File: src/hdl/status_led_breathe_engine_macros.svh
// Assertion helpers shared by the RTL. Clock and reset are clk and rst_n.
`ifndef STATUS_LED_BREATHE_ENGINE_MACROS_SVH
`define STATUS_LED_BREATHE_ENGINE_MACROS_SVH

`ifndef SYNTHESIS

// antecedent implies consequent in the same cycle
`define SLBE_ASSERT_SAME(label, ante, cons) \
    label: assert property (@(posedge clk) disable iff (!rst_n) (ante) |-> (cons)) \
        else $error("slbe assertion failed");

// antecedent implies consequent in the next cycle
`define SLBE_ASSERT_NEXT(label, ante, cons) \
    label: assert property (@(posedge clk) disable iff (!rst_n) (ante) |=> (cons)) \
        else $error("slbe assertion failed");

`else

`define SLBE_ASSERT_SAME(label, ante, cons)
`define SLBE_ASSERT_NEXT(label, ante, cons)

`endif

`endif

File: src/hdl/slbe_pkg.sv
`default_nettype none

package slbe_pkg;

    localparam int MODE_W     = 2;
    localparam int ELAPSED_W  = 14;
    localparam int CODE_W     = 3;
    localparam int AGENT_W    = 2;
    localparam int CHAN_W     = 8;
    localparam int COLOUR_W   = 24;
    localparam int PERIOD_W   = 12;
    localparam int RANK_W     = 6;
    localparam int CFG_IDX_W  = 3;
    localparam int CFG_DATA_W = 12;
    localparam int DIV_DVS_W  = 16;
    localparam int DIV_CNT_W  = 6;

    localparam logic [CHAN_W-1:0]    FULL_SCALE    = 8'hFF;
    localparam logic [DIV_DVS_W-1:0] LEVEL_DIVISOR = 16'd65025;

    localparam logic [COLOUR_W-1:0] COLOUR_AGENT0  = 24'hD97757;
    localparam logic [COLOUR_W-1:0] COLOUR_AGENT1  = 24'h4FA8C7;
    localparam logic [COLOUR_W-1:0] COLOUR_AGENT2  = 24'h8B7FD9;
    localparam logic [COLOUR_W-1:0] COLOUR_WAITING = 24'hE6961E;
    localparam logic [COLOUR_W-1:0] COLOUR_ERROR   = 24'hD9564F;
    localparam logic [COLOUR_W-1:0] COLOUR_DONE    = 24'h5FA85F;

    typedef enum logic [MODE_W-1:0] {
        REQ_TICK       = 2'd0,
        REQ_SESSION    = 2'd1,
        REQ_DISCONNECT = 2'd2,
        REQ_UNUSED     = 2'd3
    } req_mode_t;

    typedef enum logic [CODE_W-1:0] {
        SC_SLEEPING  = 3'd0,
        SC_IDLE      = 3'd1,
        SC_WORKING   = 3'd2,
        SC_CELEBRATE = 3'd3,
        SC_WAITING   = 3'd4,
        SC_ERROR     = 3'd5
    } state_code_t;

    typedef enum logic [1:0] {
        LM_OFF     = 2'd0,
        LM_STEADY  = 2'd1,
        LM_BREATHE = 2'd2,
        LM_PULSE   = 2'd3
    } light_mode_t;

    typedef enum logic [CFG_IDX_W-1:0] {
        CFG_CEILING = 3'd0,
        CFG_FLOOR   = 3'd1,
        CFG_ERROR   = 3'd2,
        CFG_WAITING = 3'd3,
        CFG_WORKING = 3'd4
    } cfg_index_t;

    typedef enum logic [2:0] {
        FS_IDLE,
        FS_PHASE,
        FS_WAVE,
        FS_SCALE,
        FS_MUL,
        FS_LEVEL,
        FS_OUT
    } fsm_state_t;

    typedef struct packed {
        logic                 start;
        logic [DIV_CNT_W-1:0] iters;
    } sdiv_ctl_t;

    typedef struct packed {
        logic busy;
        logic done;
    } sdiv_stat_t;

    function automatic logic [RANK_W-1:0] rank_of(input logic [CODE_W-1:0] code);
        logic [RANK_W-1:0] r;
        unique case (code)
            SC_ERROR:    r = 6'd40;
            SC_WAITING:  r = 6'd30;
            SC_CELEBRATE: r = 6'd15;
            SC_IDLE:     r = 6'd5;
            SC_SLEEPING: r = 6'd0;
            default:     r = 6'd20;
        endcase
        return r;
    endfunction

    function automatic logic [COLOUR_W-1:0] agent_colour(input logic [AGENT_W-1:0] ag);
        logic [COLOUR_W-1:0] c;
        unique case (ag)
            2'd1:    c = COLOUR_AGENT1;
            2'd2:    c = COLOUR_AGENT2;
            default: c = COLOUR_AGENT0;
        endcase
        return c;
    endfunction

endpackage

`default_nettype wire

File: src/hdl/slbe_req_if.sv
`default_nettype none

interface slbe_req_if import slbe_pkg::*; ();
    logic                 valid;
    logic                 ready;
    logic [MODE_W-1:0]    mode;
    logic [ELAPSED_W-1:0] delta_ms;
    logic [CODE_W-1:0]    state_code;
    logic [AGENT_W-1:0]   agent;
    logic                 last_session;

    modport source (
        output valid, mode, delta_ms, state_code, agent, last_session,
        input  ready
    );

    modport sink (
        input  valid, mode, delta_ms, state_code, agent, last_session,
        output ready
    );
endinterface

`default_nettype wire

File: src/hdl/slbe_duty_if.sv
`default_nettype none

interface slbe_duty_if import slbe_pkg::*; ();
    logic              valid;
    logic              ready;
    logic [CHAN_W-1:0] duty_red;
    logic [CHAN_W-1:0] duty_green;
    logic [CHAN_W-1:0] duty_blue;

    modport source (
        output valid, duty_red, duty_green, duty_blue,
        input  ready
    );

    modport sink (
        input  valid, duty_red, duty_green, duty_blue,
        output ready
    );
endinterface

`default_nettype wire

File: src/hdl/slbe_sdiv.sv
`default_nettype none
`include "status_led_breathe_engine_macros.svh"

// Bit-serial restoring divider, one quotient bit per cycle.
// Dividend bits leave qd_reg at the MSB into the remainder; quotient bits shift in at the LSB.
module slbe_sdiv import slbe_pkg::*; #(
    parameter int DVD_W = 30
) (
    input  wire logic                 clk,
    input  wire logic                 rst_n,
    input  wire sdiv_ctl_t            ctl,
    input  wire logic [DIV_DVS_W-1:0] rem_init,
    input  wire logic [DVD_W-1:0]     dividend,
    input  wire logic [DIV_DVS_W-1:0] divisor,
    output sdiv_stat_t                stat,
    output logic [DVD_W-1:0]          quotient
);

    logic [DIV_DVS_W-1:0] rem_reg, rem_next;
    logic [DVD_W-1:0]     qd_reg, qd_next;
    logic [DIV_DVS_W-1:0] dvs_reg, dvs_next;
    logic [DIV_CNT_W-1:0] cnt_reg, cnt_next;
    logic                 done_reg, done_next;

    logic [DIV_DVS_W:0] trial;
    logic [DIV_DVS_W:0] diff;
    logic               take;

    assign trial = {rem_reg, qd_reg[DVD_W-1]};
    assign diff  = trial - {1'b0, dvs_reg};
    assign take  = trial >= {1'b0, dvs_reg};

    always_comb
    begin
        rem_next  = rem_reg;
        qd_next   = qd_reg;
        dvs_next  = dvs_reg;
        cnt_next  = cnt_reg;
        done_next = 1'b0;
        if (ctl.start)
        begin
            rem_next = rem_init;
            qd_next  = dividend;
            dvs_next = divisor;
            cnt_next = ctl.iters;
        end
        else if (cnt_reg != '0)
        begin
            rem_next  = take ? diff[DIV_DVS_W-1:0] : trial[DIV_DVS_W-1:0];
            qd_next   = {qd_reg[DVD_W-2:0], take};
            cnt_next  = cnt_reg - 1'b1;
            done_next = (cnt_reg == DIV_CNT_W'(1));
        end
    end

    always_ff @(posedge clk or negedge rst_n)
    begin
        if (!rst_n)
        begin
            cnt_reg  <= '0;
            done_reg <= 1'b0;
        end
        else
        begin
            cnt_reg  <= cnt_next;
            done_reg <= done_next;
        end
    end

    always_ff @(posedge clk)
    begin
        rem_reg <= rem_next;
        qd_reg  <= qd_next;
        dvs_reg <= dvs_next;
    end

    assign stat.busy = (cnt_reg != '0);
    assign stat.done = done_reg;
    assign quotient  = qd_reg;

    `SLBE_ASSERT_SAME(a_rem_below_divisor, cnt_reg != '0, rem_reg < dvs_reg)
    `SLBE_ASSERT_SAME(a_done_when_drained, done_reg, cnt_reg == '0)
    `SLBE_ASSERT_NEXT(a_done_single, done_reg && !ctl.start, !done_reg)

endmodule

`default_nettype wire

File: src/hdl/status_led_breathe_engine.sv
`default_nettype none
`include "status_led_breathe_engine_macros.svh"

// Channel    Dir   Handshake        Payload
// request    in    valid/ready      mode, delta_ms, state_code, agent, last_session
// duty       out   valid/ready      duty_red, duty_green, duty_blue
// cfg        in    cfg_we           cfg_index, cfg_data (write only)
//
// A session entry keeps the sequencer idle; a disconnect or a dark last entry goes to FS_OUT.
// A tick on a pulse or breathe light runs the phase step through the bit-serial divider one
// bit a cycle, then the wave lookup and scale, then each of the three channels in turn (start,
// serial divide by 65025, write-back). A steady tick skips the phase step and wave lookup.
// rst_n clears control state and loads the register defaults; no clearing pass.
// request.ready is high in the idle state; a finished result waits in the output
// register while the next transaction is accepted.
module status_led_breathe_engine import slbe_pkg::*; #(
    parameter int PHASE_BITS       = 16,
    parameter int WAVE_TABLE_DEPTH = 256
) (
    input  wire logic                  clk,
    input  wire logic                  rst_n,
    input  wire logic                  cfg_we,
    input  wire logic [CFG_IDX_W-1:0]  cfg_index,
    input  wire logic [CFG_DATA_W-1:0] cfg_data,
    slbe_req_if.sink                   request,
    slbe_duty_if.source                duty
);

    localparam int IDX_W = $clog2(WAVE_TABLE_DEPTH);
    localparam int DVD_W = ELAPSED_W + PHASE_BITS;
    localparam int MUL_W = PHASE_BITS + IDX_W + 1;
    localparam longint DL = longint'(WAVE_TABLE_DEPTH);

    // raised-cosine table, built at elaboration
    logic [CHAN_W-1:0] wave_rom [WAVE_TABLE_DEPTH];

    for (genvar n = 0; n < WAVE_TABLE_DEPTH; n++)
    begin : g_wave
        localparam longint A   = longint'(n) * (DL - longint'(n));
        localparam longint NUM = 16 * A;
        localparam longint DEN = 5 * DL * DL - 4 * A;
        localparam longint DD  = DEN * DEN;
        localparam longint W   = (255 * NUM * NUM + DD / 2) / DD;
        assign wave_rom[n] = CHAN_W'(W);
    end

    logic [CHAN_W-1:0]   ceil_reg;
    logic [CHAN_W-1:0]   floor_reg;
    logic [PERIOD_W-1:0] err_per_reg;
    logic [PERIOD_W-1:0] wait_per_reg;
    logic [PERIOD_W-1:0] work_per_reg;

    fsm_state_t            fsm_reg, fsm_next;
    light_mode_t           light_mode_reg, light_mode_next;
    logic [COLOUR_W-1:0]   colour_reg, colour_next;
    logic [PHASE_BITS-1:0] phase_reg, phase_next;
    logic [PERIOD_W-1:0]   period_reg, period_next;
    logic                  scan_found_reg, scan_found_next;
    logic [RANK_W-1:0]     scan_rank_reg, scan_rank_next;
    logic [CODE_W-1:0]     scan_state_reg, scan_state_next;
    logic [AGENT_W-1:0]    scan_agent_reg, scan_agent_next;
    logic [CHAN_W-1:0]     wave_reg, wave_next;
    logic [15:0]           scale_reg, scale_next;
    logic [1:0]            ch_reg, ch_next;
    logic [CHAN_W-1:0]     lvl_reg [3];
    logic [CHAN_W-1:0]     lvl_next [3];
    logic                  out_valid_reg, out_valid_next;
    logic [CHAN_W-1:0]     out_red_reg, out_red_next;
    logic [CHAN_W-1:0]     out_green_reg, out_green_next;
    logic [CHAN_W-1:0]     out_blue_reg, out_blue_next;

    sdiv_ctl_t            div_ctl;
    sdiv_stat_t           div_stat;
    logic [DIV_DVS_W-1:0] div_rem_init;
    logic [DVD_W-1:0]     div_dividend;
    logic [DIV_DVS_W-1:0] div_divisor;
    logic [DVD_W-1:0]     div_q;

    slbe_sdiv #(
        .DVD_W (DVD_W)
    ) u_sdiv (
        .clk      (clk),
        .rst_n    (rst_n),
        .ctl      (div_ctl),
        .rem_init (div_rem_init),
        .dividend (div_dividend),
        .divisor  (div_divisor),
        .stat     (div_stat),
        .quotient (div_q)
    );

    // configuration registers
    always_ff @(posedge clk or negedge rst_n)
    begin
        if (!rst_n)
        begin
            ceil_reg     <= 8'd90;
            floor_reg    <= 8'd12;
            err_per_reg  <= 12'd700;
            wait_per_reg <= 12'd1400;
            work_per_reg <= 12'd3200;
        end
        else if (cfg_we)
        begin
            unique case (cfg_index)
                CFG_CEILING: ceil_reg     <= cfg_data[CHAN_W-1:0];
                CFG_FLOOR:   floor_reg    <= cfg_data[CHAN_W-1:0];
                CFG_ERROR:   err_per_reg  <= cfg_data[PERIOD_W-1:0];
                CFG_WAITING: wait_per_reg <= cfg_data[PERIOD_W-1:0];
                CFG_WORKING: work_per_reg <= cfg_data[PERIOD_W-1:0];
                default:     ;
            endcase
        end
    end

    // session scan and winner decode
    logic                accept;
    logic [RANK_W-1:0]   rank_new;
    logic                take;
    logic [CODE_W-1:0]   win_state;
    logic [AGENT_W-1:0]  win_agent;
    light_mode_t         win_mode;
    logic [COLOUR_W-1:0] win_colour;
    logic [PERIOD_W-1:0] win_period;

    assign accept    = request.valid && request.ready;
    assign rank_new  = rank_of(request.state_code);
    assign take      = !scan_found_reg || (rank_new > scan_rank_reg);
    assign win_state = take ? request.state_code : scan_state_reg;
    assign win_agent = take ? request.agent : scan_agent_reg;

    always_comb
    begin
        unique case (win_state)
            SC_ERROR:
            begin
                win_mode   = LM_PULSE;
                win_colour = COLOUR_ERROR;
                win_period = err_per_reg;
            end
            SC_WAITING:
            begin
                win_mode   = LM_PULSE;
                win_colour = COLOUR_WAITING;
                win_period = wait_per_reg;
            end
            SC_CELEBRATE:
            begin
                win_mode   = LM_STEADY;
                win_colour = COLOUR_DONE;
                win_period = '0;
            end
            SC_IDLE, SC_SLEEPING:
            begin
                win_mode   = LM_OFF;
                win_colour = '0;
                win_period = '0;
            end
            default:
            begin
                win_mode   = LM_BREATHE;
                win_colour = agent_colour(win_agent);
                win_period = work_per_reg;
            end
        endcase
    end

    // datapath helpers
    logic [MUL_W-1:0]          idx_full;
    logic [IDX_W-1:0]          wave_idx;
    logic signed [8:0]         span;
    logic signed [17:0]        span_wave;
    logic [15:0]               base;
    logic signed [17:0]        scale_sum;
    logic [CHAN_W-1:0]         colour_ch;
    logic [CHAN_W+15:0]        chan_prod;
    logic [PERIOD_W-1:0]       period_eff;

    assign idx_full  = MUL_W'(phase_reg) * MUL_W'(WAVE_TABLE_DEPTH);
    assign wave_idx  = idx_full[PHASE_BITS +: IDX_W];
    assign span      = $signed({1'b0, ceil_reg}) - $signed({1'b0, floor_reg});
    assign span_wave = span * $signed({1'b0, wave_reg});
    assign base      = {floor_reg, 8'h00} - {8'h00, floor_reg};
    assign scale_sum = $signed({2'b00, base}) + span_wave;
    assign chan_prod = colour_ch * scale_reg;
    assign period_eff = (period_reg == '0) ? PERIOD_W'(1) : period_reg;

    always_comb
    begin
        unique case (ch_reg)
            2'd0:    colour_ch = colour_reg[23:16];
            2'd1:    colour_ch = colour_reg[15:8];
            default: colour_ch = colour_reg[7:0];
        endcase
    end

    always_comb
    begin
        if (fsm_reg == FS_MUL)
        begin
            div_rem_init = chan_prod[CHAN_W+15:CHAN_W];
            div_dividend = {chan_prod[CHAN_W-1:0], {(DVD_W-CHAN_W){1'b0}}};
            div_divisor  = LEVEL_DIVISOR;
        end
        else
        begin
            div_rem_init = '0;
            div_dividend = {request.delta_ms, {PHASE_BITS{1'b0}}};
            div_divisor  = {{(DIV_DVS_W-PERIOD_W){1'b0}}, period_eff};
        end
    end

    // sequencer
    always_comb
    begin
        fsm_next        = fsm_reg;
        light_mode_next = light_mode_reg;
        colour_next     = colour_reg;
        phase_next      = phase_reg;
        period_next     = period_reg;
        scan_found_next = scan_found_reg;
        scan_rank_next  = scan_rank_reg;
        scan_state_next = scan_state_reg;
        scan_agent_next = scan_agent_reg;
        wave_next       = wave_reg;
        scale_next      = scale_reg;
        ch_next         = ch_reg;
        lvl_next        = lvl_reg;
        out_valid_next  = out_valid_reg && !duty.ready;
        out_red_next    = out_red_reg;
        out_green_next  = out_green_reg;
        out_blue_next   = out_blue_reg;
        div_ctl         = '0;

        unique case (fsm_reg)
            FS_IDLE:
            begin
                if (accept)
                begin
                    unique case (req_mode_t'(request.mode))
                        REQ_TICK:
                        begin
                            if (light_mode_reg == LM_STEADY)
                            begin
                                wave_next = FULL_SCALE;
                                fsm_next  = FS_SCALE;
                            end
                            else if (light_mode_reg != LM_OFF)
                            begin
                                div_ctl.start = 1'b1;
                                div_ctl.iters = DIV_CNT_W'(DVD_W);
                                fsm_next      = FS_PHASE;
                            end
                        end
                        REQ_SESSION:
                        begin
                            if (take)
                            begin
                                scan_found_next = 1'b1;
                                scan_rank_next  = rank_new;
                                scan_state_next = request.state_code;
                                scan_agent_next = request.agent;
                            end
                            if (request.last_session)
                            begin
                                if (win_mode != light_mode_reg || win_colour != colour_reg)
                                begin
                                    phase_next = '0;
                                end
                                light_mode_next = win_mode;
                                colour_next     = win_colour;
                                period_next     = win_period;
                                scan_found_next = 1'b0;
                                scan_rank_next  = '0;
                                scan_state_next = '0;
                                scan_agent_next = '0;
                                if (win_mode == LM_OFF)
                                begin
                                    lvl_next = '{FULL_SCALE, FULL_SCALE, FULL_SCALE};
                                    fsm_next = FS_OUT;
                                end
                            end
                        end
                        REQ_DISCONNECT:
                        begin
                            scan_found_next = 1'b0;
                            scan_rank_next  = '0;
                            scan_state_next = '0;
                            scan_agent_next = '0;
                            light_mode_next = LM_OFF;
                            lvl_next        = '{FULL_SCALE, FULL_SCALE, FULL_SCALE};
                            fsm_next        = FS_OUT;
                        end
                        default: ;
                    endcase
                end
            end
            FS_PHASE:
            begin
                if (div_stat.done)
                begin
                    phase_next = phase_reg + div_q[PHASE_BITS-1:0];
                    fsm_next   = FS_WAVE;
                end
            end
            FS_WAVE:
            begin
                wave_next = wave_rom[wave_idx];
                fsm_next  = FS_SCALE;
            end
            FS_SCALE:
            begin
                scale_next = scale_sum[17] ? 16'd0 : scale_sum[15:0];
                ch_next    = 2'd0;
                fsm_next   = FS_MUL;
            end
            FS_MUL:
            begin
                div_ctl.start = 1'b1;
                div_ctl.iters = DIV_CNT_W'(CHAN_W);
                fsm_next      = FS_LEVEL;
            end
            FS_LEVEL:
            begin
                if (div_stat.done)
                begin
                    lvl_next[ch_reg] = FULL_SCALE - div_q[CHAN_W-1:0];
                    if (ch_reg == 2'd2)
                    begin
                        fsm_next = FS_OUT;
                    end
                    else
                    begin
                        ch_next  = ch_reg + 2'd1;
                        fsm_next = FS_MUL;
                    end
                end
            end
            FS_OUT:
            begin
                if (!out_valid_reg || duty.ready)
                begin
                    out_valid_next = 1'b1;
                    out_red_next   = lvl_reg[0];
                    out_green_next = lvl_reg[1];
                    out_blue_next  = lvl_reg[2];
                    fsm_next       = FS_IDLE;
                end
            end
            default:
            begin
                fsm_next = FS_IDLE;
            end
        endcase
    end

    always_ff @(posedge clk or negedge rst_n)
    begin
        if (!rst_n)
        begin
            fsm_reg        <= FS_IDLE;
            light_mode_reg <= LM_OFF;
            colour_reg     <= '0;
            phase_reg      <= '0;
            period_reg     <= '0;
            scan_found_reg <= 1'b0;
            scan_rank_reg  <= '0;
            scan_state_reg <= '0;
            scan_agent_reg <= '0;
            ch_reg         <= '0;
            out_valid_reg  <= 1'b0;
        end
        else
        begin
            fsm_reg        <= fsm_next;
            light_mode_reg <= light_mode_next;
            colour_reg     <= colour_next;
            phase_reg      <= phase_next;
            period_reg     <= period_next;
            scan_found_reg <= scan_found_next;
            scan_rank_reg  <= scan_rank_next;
            scan_state_reg <= scan_state_next;
            scan_agent_reg <= scan_agent_next;
            ch_reg         <= ch_next;
            out_valid_reg  <= out_valid_next;
        end
    end

    always_ff @(posedge clk)
    begin
        wave_reg      <= wave_next;
        scale_reg     <= scale_next;
        lvl_reg       <= lvl_next;
        out_red_reg   <= out_red_next;
        out_green_reg <= out_green_next;
        out_blue_reg  <= out_blue_next;
    end

    assign request.ready   = (fsm_reg == FS_IDLE);
    assign duty.valid      = out_valid_reg;
    assign duty.duty_red   = out_red_reg;
    assign duty.duty_green = out_green_reg;
    assign duty.duty_blue  = out_blue_reg;

    `SLBE_ASSERT_SAME(a_steady_fixed, light_mode_reg == LM_STEADY,
                      period_reg == '0 && colour_reg == COLOUR_DONE)
    `SLBE_ASSERT_SAME(a_scan_clear, !scan_found_reg,
                      scan_rank_reg == '0 && scan_state_reg == '0 && scan_agent_reg == '0)
    `SLBE_ASSERT_SAME(a_level_div_live, fsm_reg == FS_LEVEL, div_stat.busy || div_stat.done)

endmodule

`default_nettype wire
File: src/flat_wrapper.sv
// flat-port wrapper written by rule: the top's interface ports become plain ports
module status_led_breathe_engine_flat import slbe_pkg::*;
#(
    parameter int PHASE_BITS       = 16,
    parameter int WAVE_TABLE_DEPTH = 256
)
  (clk, rst_n, cfg_we, cfg_index, cfg_data, request_valid, request_mode, request_delta_ms, request_state_code, request_agent, request_last_session, request_ready, duty_valid, duty_duty_red, duty_duty_green, duty_duty_blue, duty_ready);
  slbe_req_if request_i ();
  slbe_duty_if duty_i ();
  input  wire logic clk;
  input  wire logic rst_n;
  input  wire logic cfg_we;
  input  wire logic [CFG_IDX_W-1:0] cfg_index;
  input  wire logic [CFG_DATA_W-1:0] cfg_data;
  input wire logic [$bits(request_i.valid)-1:0] request_valid;
  input wire logic [$bits(request_i.mode)-1:0] request_mode;
  input wire logic [$bits(request_i.delta_ms)-1:0] request_delta_ms;
  input wire logic [$bits(request_i.state_code)-1:0] request_state_code;
  input wire logic [$bits(request_i.agent)-1:0] request_agent;
  input wire logic [$bits(request_i.last_session)-1:0] request_last_session;
  output wire logic [$bits(request_i.ready)-1:0] request_ready;
  output wire logic [$bits(duty_i.valid)-1:0] duty_valid;
  output wire logic [$bits(duty_i.duty_red)-1:0] duty_duty_red;
  output wire logic [$bits(duty_i.duty_green)-1:0] duty_duty_green;
  output wire logic [$bits(duty_i.duty_blue)-1:0] duty_duty_blue;
  input wire logic [$bits(duty_i.ready)-1:0] duty_ready;
  assign request_i.valid = request_valid;
  assign request_i.mode = request_mode;
  assign request_i.delta_ms = request_delta_ms;
  assign request_i.state_code = request_state_code;
  assign request_i.agent = request_agent;
  assign request_i.last_session = request_last_session;
  assign request_ready = request_i.ready;
  assign duty_valid = duty_i.valid;
  assign duty_duty_red = duty_i.duty_red;
  assign duty_duty_green = duty_i.duty_green;
  assign duty_duty_blue = duty_i.duty_blue;
  assign duty_i.ready = duty_ready;
  status_led_breathe_engine #(.PHASE_BITS(PHASE_BITS), .WAVE_TABLE_DEPTH(WAVE_TABLE_DEPTH)) u_core (.clk(clk), .rst_n(rst_n), .cfg_we(cfg_we), .cfg_index(cfg_index), .cfg_data(cfg_data), .request(request_i), .duty(duty_i));
endmodule
File: config.mk
export PLATFORM = sky130hd
export DESIGN_NAME = status_led_breathe_engine_flat
export DESIGN_NICKNAME = d
export VERILOG_FILES = /design/src/hdl/slbe_pkg.sv /design/src/hdl/slbe_req_if.sv /design/src/hdl/slbe_duty_if.sv /design/src/hdl/slbe_sdiv.sv /design/src/hdl/status_led_breathe_engine.sv /design/src/flat_wrapper.sv
export VERILOG_INCLUDE_DIRS = /design/src /design/src/hdl
export SDC_FILE = /design/constraint.sdc
export NUM_CORES = 1
export LEC_CHECK = 0
export BUFFER_PORTS_ARGS = -buffer_cell sky130_fd_sc_hd__buf_2
export CORE_ASPECT_RATIO = 2
export CORE_MARGIN = 1.5
export CORE_UTILIZATION = 45
export DETAILED_ROUTE_END_ITERATION = 10
export GPL_ROUTABILITY_DRIVEN = 0
export PLACE_DENSITY = 0.61
export SYNTH_ARGS = -nofsm -noshare
export SYNTH_HDL_FRONTEND = slang
export SYNTH_SLANG_ARGS = --single-unit
File: constraint.sdc
create_clock -name clk -period 8 [get_ports clk]
set_input_delay 0.4 -clock clk [delete_from_list [all_inputs] [get_ports clk]]
set_output_delay 0.4 -clock clk [all_outputs]
set_load 0.01 [all_outputs]
# Yosys cells after proc, flatten, opt, wreduce, memory -nomap -nowiden
# Memories as Yosys holds them, arrays and structs flattened.
# Cells that the tools add are included.
# totals
ff_bits	265
rom_bits	2048
output_inout_bits	26
wordCells	213
mem_count	1
# classes
n_addsub	8
mul	2
magnitude_cmp	5
n_eq_ne	45
mux	75
bitwise	2
reduce_logical	44
# mem_list
name	depth	width	rd	rd_clocked_by_memory_dff	wr	line_no	text
(no name shown)	256	8	1	0	0	status_led_breathe_engine.sv:308	wave_next = wave_rom[wave_idx];
# ops
op	count
16-bit two-way mux	10
24-bit case mux with 2 select lines	3
24-bit two-way mux	4
24-bit case mux with 4 select lines	1
30-bit two-way mux	3
8-bit two-way mux	6
12-bit case mux with 3 select lines	1
16-bit case mux with 2 select lines	1
8-bit case mux with 2 select lines	2
3-bit two-way mux	10
6-bit case mux with 5 select lines	1
7-bit two-way mux	4
24-bit bitwise mux	1
3-bit == test, second input constant	8
8-bit by 16-bit multiplier with 24-bit output	1
6-bit two-way mux	4
24-bit != test	1
3-bit case mux with 7 select lines	1
2-bit != test, second input constant	10
17-bit by 18-bit adder with 18-bit output	1
3-bit by 2-bit == test with 1-bit output, second input constant	6
9-bit by 9-bit multiplier with 18-bit output	1
17-bit by 16-bit >= comparator with 1-bit output	1
16-bit adder	1
other kinds (47)	99

# Longest topological paths before layout
# logic_depth
word_depth	15
depth_mapped	29

# Cells and area by module
# Synthesis repeated with hierarchy kept, for this count alone.
# hier_totals
hier_cells	2486
area_unflattened_um2	22917.0
# by_module_without_submodules
mod	n_inst	cells_each	area_each_um2	seq_area_each_um2
status_led_breathe_engine	1	2158	19012.0	5041.1
slbe_sdiv	1	328	3905.0	2037.0

# Worst setup path after synthesis
# No wires, ideal clock.
# synth_timing
path_kind	reg-to-reg
start	reg u_core.floor_reg[2]
end	reg u_core.scale_reg[14] (data pin)
setup_ns	0.132
arrival_ns	6.693
required_time_ns	7.868
setup_slack_ns	1.175
path_stages_with_launch	26
period_less_slack_ns	6.825
path_cell_list	dfstp_2 -> inv_1 -> ha_1 -> nor2b_1 -> o21ai_0 -> nand2b_1 -> a21o_1 -> a21o_1 -> a21o_1 -> a21oi_1 -> nand2_1 -> fa_1 -> fa_1 -> inv_1 -> fa_1 -> fa_1 -> fa_1 -> ha_1 -> or2_2 -> a21oi_1 -> a211oi_1 -> o31a_1 -> nor2_1 -> xnor2_1 -> clkbuf_1 -> o311a_1
# synth_between
elab_chain_len	3
# synth_rtl
element	line_no	text
start: declaration	status_led_breathe_engine.sv:48	logic [CHAN_W-1:0] floor_reg;
start signal: assignment	status_led_breathe_engine.sv:107	CFG_FLOOR: floor_reg <= cfg_data[CHAN_W-1:0];
8-bit by 8-bit subtractor with 9-bit output	status_led_breathe_engine.sv:181	assign span = $signed({1'b0, ceil_reg}) - $signed({1'b0, floor_reg});
9-bit by 9-bit multiplier with 18-bit output	status_led_breathe_engine.sv:182	assign span_wave = span * $signed({1'b0, wave_reg});
17-bit by 18-bit adder with 18-bit output *	status_led_breathe_engine.sv:184	assign scale_sum = $signed({2'b00, base}) + span_wave;
end signal: assignment	status_led_breathe_engine.sv:392	scale_reg <= scale_next;
end: declaration	status_led_breathe_engine.sv:63	logic [15:0] scale_reg, scale_next;
# Mark *: on every way between the ends. The rest lies on a longest branch, timed or not.
# A chain may end at the register's enable or synchronous reset.

# Final worst setup path
# layout_timing
start	reg u_core.floor_reg[2]
end	reg u_core.scale_reg[1] (data pin)
# Same word-level chain as after synthesis.

==> metrics <==
P&R area growth vs syn=7.95%; IO buf count=67; Worst Hold Path EP=u_core.duty.valid; largest net degree at the start of global routing=85; fin nets=between 2000 and 3000; Final Hold Fails=0; Cell variety after synth=86; Die Height=319 microns; Critical Path RT=8310 ps; Post-Syn Area=approximately 22000 sq um; Slew @ Worst Pin=1270 ps; launching point of the worst reg2reg path=u_core.floor_reg[2]; status=finished clean; total wire length=slightly below 60 mm; CTS tree=done; Detailed Routing Iterations Pass 1=7; top_reg_cell synth=edfxtp_1; Synth area leaders=edfxtp_1 18%, fa_1 14%, dfrtp_1 11%, ha_1 9.0%, nand2_1 4.6%; max reg flops=30; Post-synth ARST share=between 40% and 50%; Startpoint Class=flip-flop; dpl hpwl=between 40 and 50 mm; Max Cap Viol=0; r2r setup slk=about 570 ps; Pins Over Slew Limit=0; initial antenna violation count=2; top post-synthesis cells by count=273 x nand2_1, 245 x inv_1, 162 x ha_1; setup ws final=571 ps; ratio of cells with drive above 1 in the final layout=about 10%; final worst path period share=between 90% and 100%; Yosys top cell by area=edfxtp_1; clk sinks=about 250; Synth Area in Compound Gates=15.0%; IO Pins=68; CP Data Arrival Time=approximately 7700 ps; Initial Util=roughly 46%; largest family of logic cells by synthesized area=adder cells; Post-Synth Simple-Gate Area=17.6%; Synth Area in Adders=23.1%; final setup violation count=0; # rows=around 120; Num CTS Buffers=24; most common cell in the synthesized netlist=nand2_1; CTS Buffer Depth=3; die area=51300 sq um; Detail Route Antenna Nets=0; hold wc startpoint=duty_ready; Crit Path Category=flip-flop to flip-flop; Mapped Cells=between 2000 and 2500; Slew Limit Headroom=15.1%; Ys Warns=0; CP max FO=16; worst hold stages=2; Via Count=roughly 18000; fmax=approximately 130 MHz; first-pass GRT wire length=94.3 mm; Die X=161 microns; #FFs+latches synth=252; 1st-iter DRT viols=1007; vias in the first global route=approximately 18000; H-tree depth=1; core area=49200 sq um; Clock Skew=28.8 ps; post-synthesis mux area share=4.25%; top cell type's share of synthesized area=between 15 and 20%; total global-route track usage=around 23%; Congestion Overflow GR=0; worst flop-to-flop path endpoint=u_core.scale_reg[1]; Hold Path Class=primary input to flip-flop; Clk Latency, worst-skew pair=580 ps; RSZ-0062 raised after global routing=false; TNS Setup=0 ps; Root Buffer=clkbuf_16; number of fill cells=around 4700; Worst R2R Path Depth=25; wire length per cell=between 15 and 20 microns; Via density=roughly 5.7; syn avg cell area=9.32 sq um; Tmin final=between 7000 and 8000 ps; xor and xnor fraction of the mapped netlist area=under 10%; detailed-route DRC error count=0; Net Count, Synth=roughly 2800; clock slew at reported path FFs=70 ps; Post-synth EDFFs=between 100 and 150; Setup WS pre-CTS=between 300 and 400 ps; CP Capture Type=flip-flop; sequential fraction of the synthesis area=31.2%
-- critical path, cell delays in order (launching register included) --
cell	delay, ps
dfstp_2	530
inv_1	80
ha_1	340
nor2b_1	140
o21ai_0	160
nand2b_1	110
a21o_1	180
a21o_1	200
a21o_1	180
a21oi_1	490
nand2_1	320
fa_1	630
fa_1	520
inv_1	60
fa_1	550
fa_1	430
fa_1	440
ha_1	360
nand3_1	110
nand2_1	50
a41oi_1	280
a211oi_1	130
o31a_1	290
nor2_1	160
xnor2_2	210
and2_1	240
-- final cells by class --
type	count	area [sq um]	area share, %
Multi-Input combinational cell	1801	14100	58.4
Timing Repair Buffer	94	543	2.24
Clock buffer	29	619	2.56
Antenna cell	1	2.50	0.0103
Sequential cell	252	6990	28.9
Tap cell	643	805	3.32
Clock inverter	15	181	0.749
Inverter	249	935	3.86
-- per-layer routing --
metal / global-route usage (%) / wire length (microns) / up-vias
li1: - / - / 8277
met3: 1.93 / 2010 / 165
met5: 0 / 0 / -
met1: 24.7 / 21800 / 8646
met2: 44.2 / 31600 / 475
met4: 11.0 / 2950 / 0
-- worst max path at each step --
stage / start / endpoint / slack (ps) / cells past startpoint
floorplan: u_core.floor_reg[2] / u_core.scale_reg[14] / 1180 / 25
global placement: u_core.floor_reg[1] / u_core.scale_reg[14] / 490 / 28
detailed placement: u_core.floor_reg[2] / u_core.scale_reg[14] / 320 / 25
CTS: u_core.floor_reg[2] / u_core.scale_reg[14] / 260 / 25
global route: u_core.floor_reg[2] / u_core.scale_reg[1] / 70 / 25
finish: u_core.floor_reg[2] / u_core.scale_reg[1] / 570 / 25
-- layout by cell type, fill, tap and decap left out, drive strengths merged, types with 26 or more instances in the layout --
cell / Yosys / layout
fa: 157 / 157
and3: 27 / 27
a21o: 26 / 26
a21oi: 116 / 116
nor2: 143 / 143
nor3: 46 / 46
nand3: 36 / 36
nand2: 274 / 274
nand2b: 36 / 36
nor2b: 38 / 38
buf: 20 / 93
clkbuf: 83 / 29
and2: 148 / 148
ha: 162 / 162
mux2: 65 / 65
o21ai: 163 / 163
xnor2: 49 / 49
edfxtp: 131 / 131
xor2: 28 / 28
inv: 245 / 246
dfrtp: 100 / 100
-- what timing repair did --
item	4_1_cts	5_1_grt
hold buffers	1	0
buffers inserted	0	0
gates resized for setup	0	1
setup endpoints to repair	0	16
endpoints found under the hold margin	43	0
-- stage by stage --
step	cell area, sq um	hold WS (ps)	cells	utilization (%)
6_report	24200	29.0	3084	49.2
5_1_grt	24200	29.9	3084	49.2
3_5_place_dp	23400	434	3038	47.5
2_1_floorplan	22400	104	2405	-
3_3_place_gp	23400	428	3038	47.5
4_1_cts	24200	0.0875	3083	49.2
-- kinds of logic (layout without fill, tap and decap cells) --
family | Yosys count | in the layout
DFF | 252 | 252
AOI/OAI and AO/OA | 519 | 519
muxes | 85 | 85
other | 0 | 1
xor gates and xnor gates | 77 | 77
and+or+nand+nor | 801 | 801
adders and majority gates | 319 | 319
buffers and inverters | 352 | 387
Power is left out: the tool's default activity adds up to more than one toggle a clock period on the data nets, which glitch-free logic cannot reach.
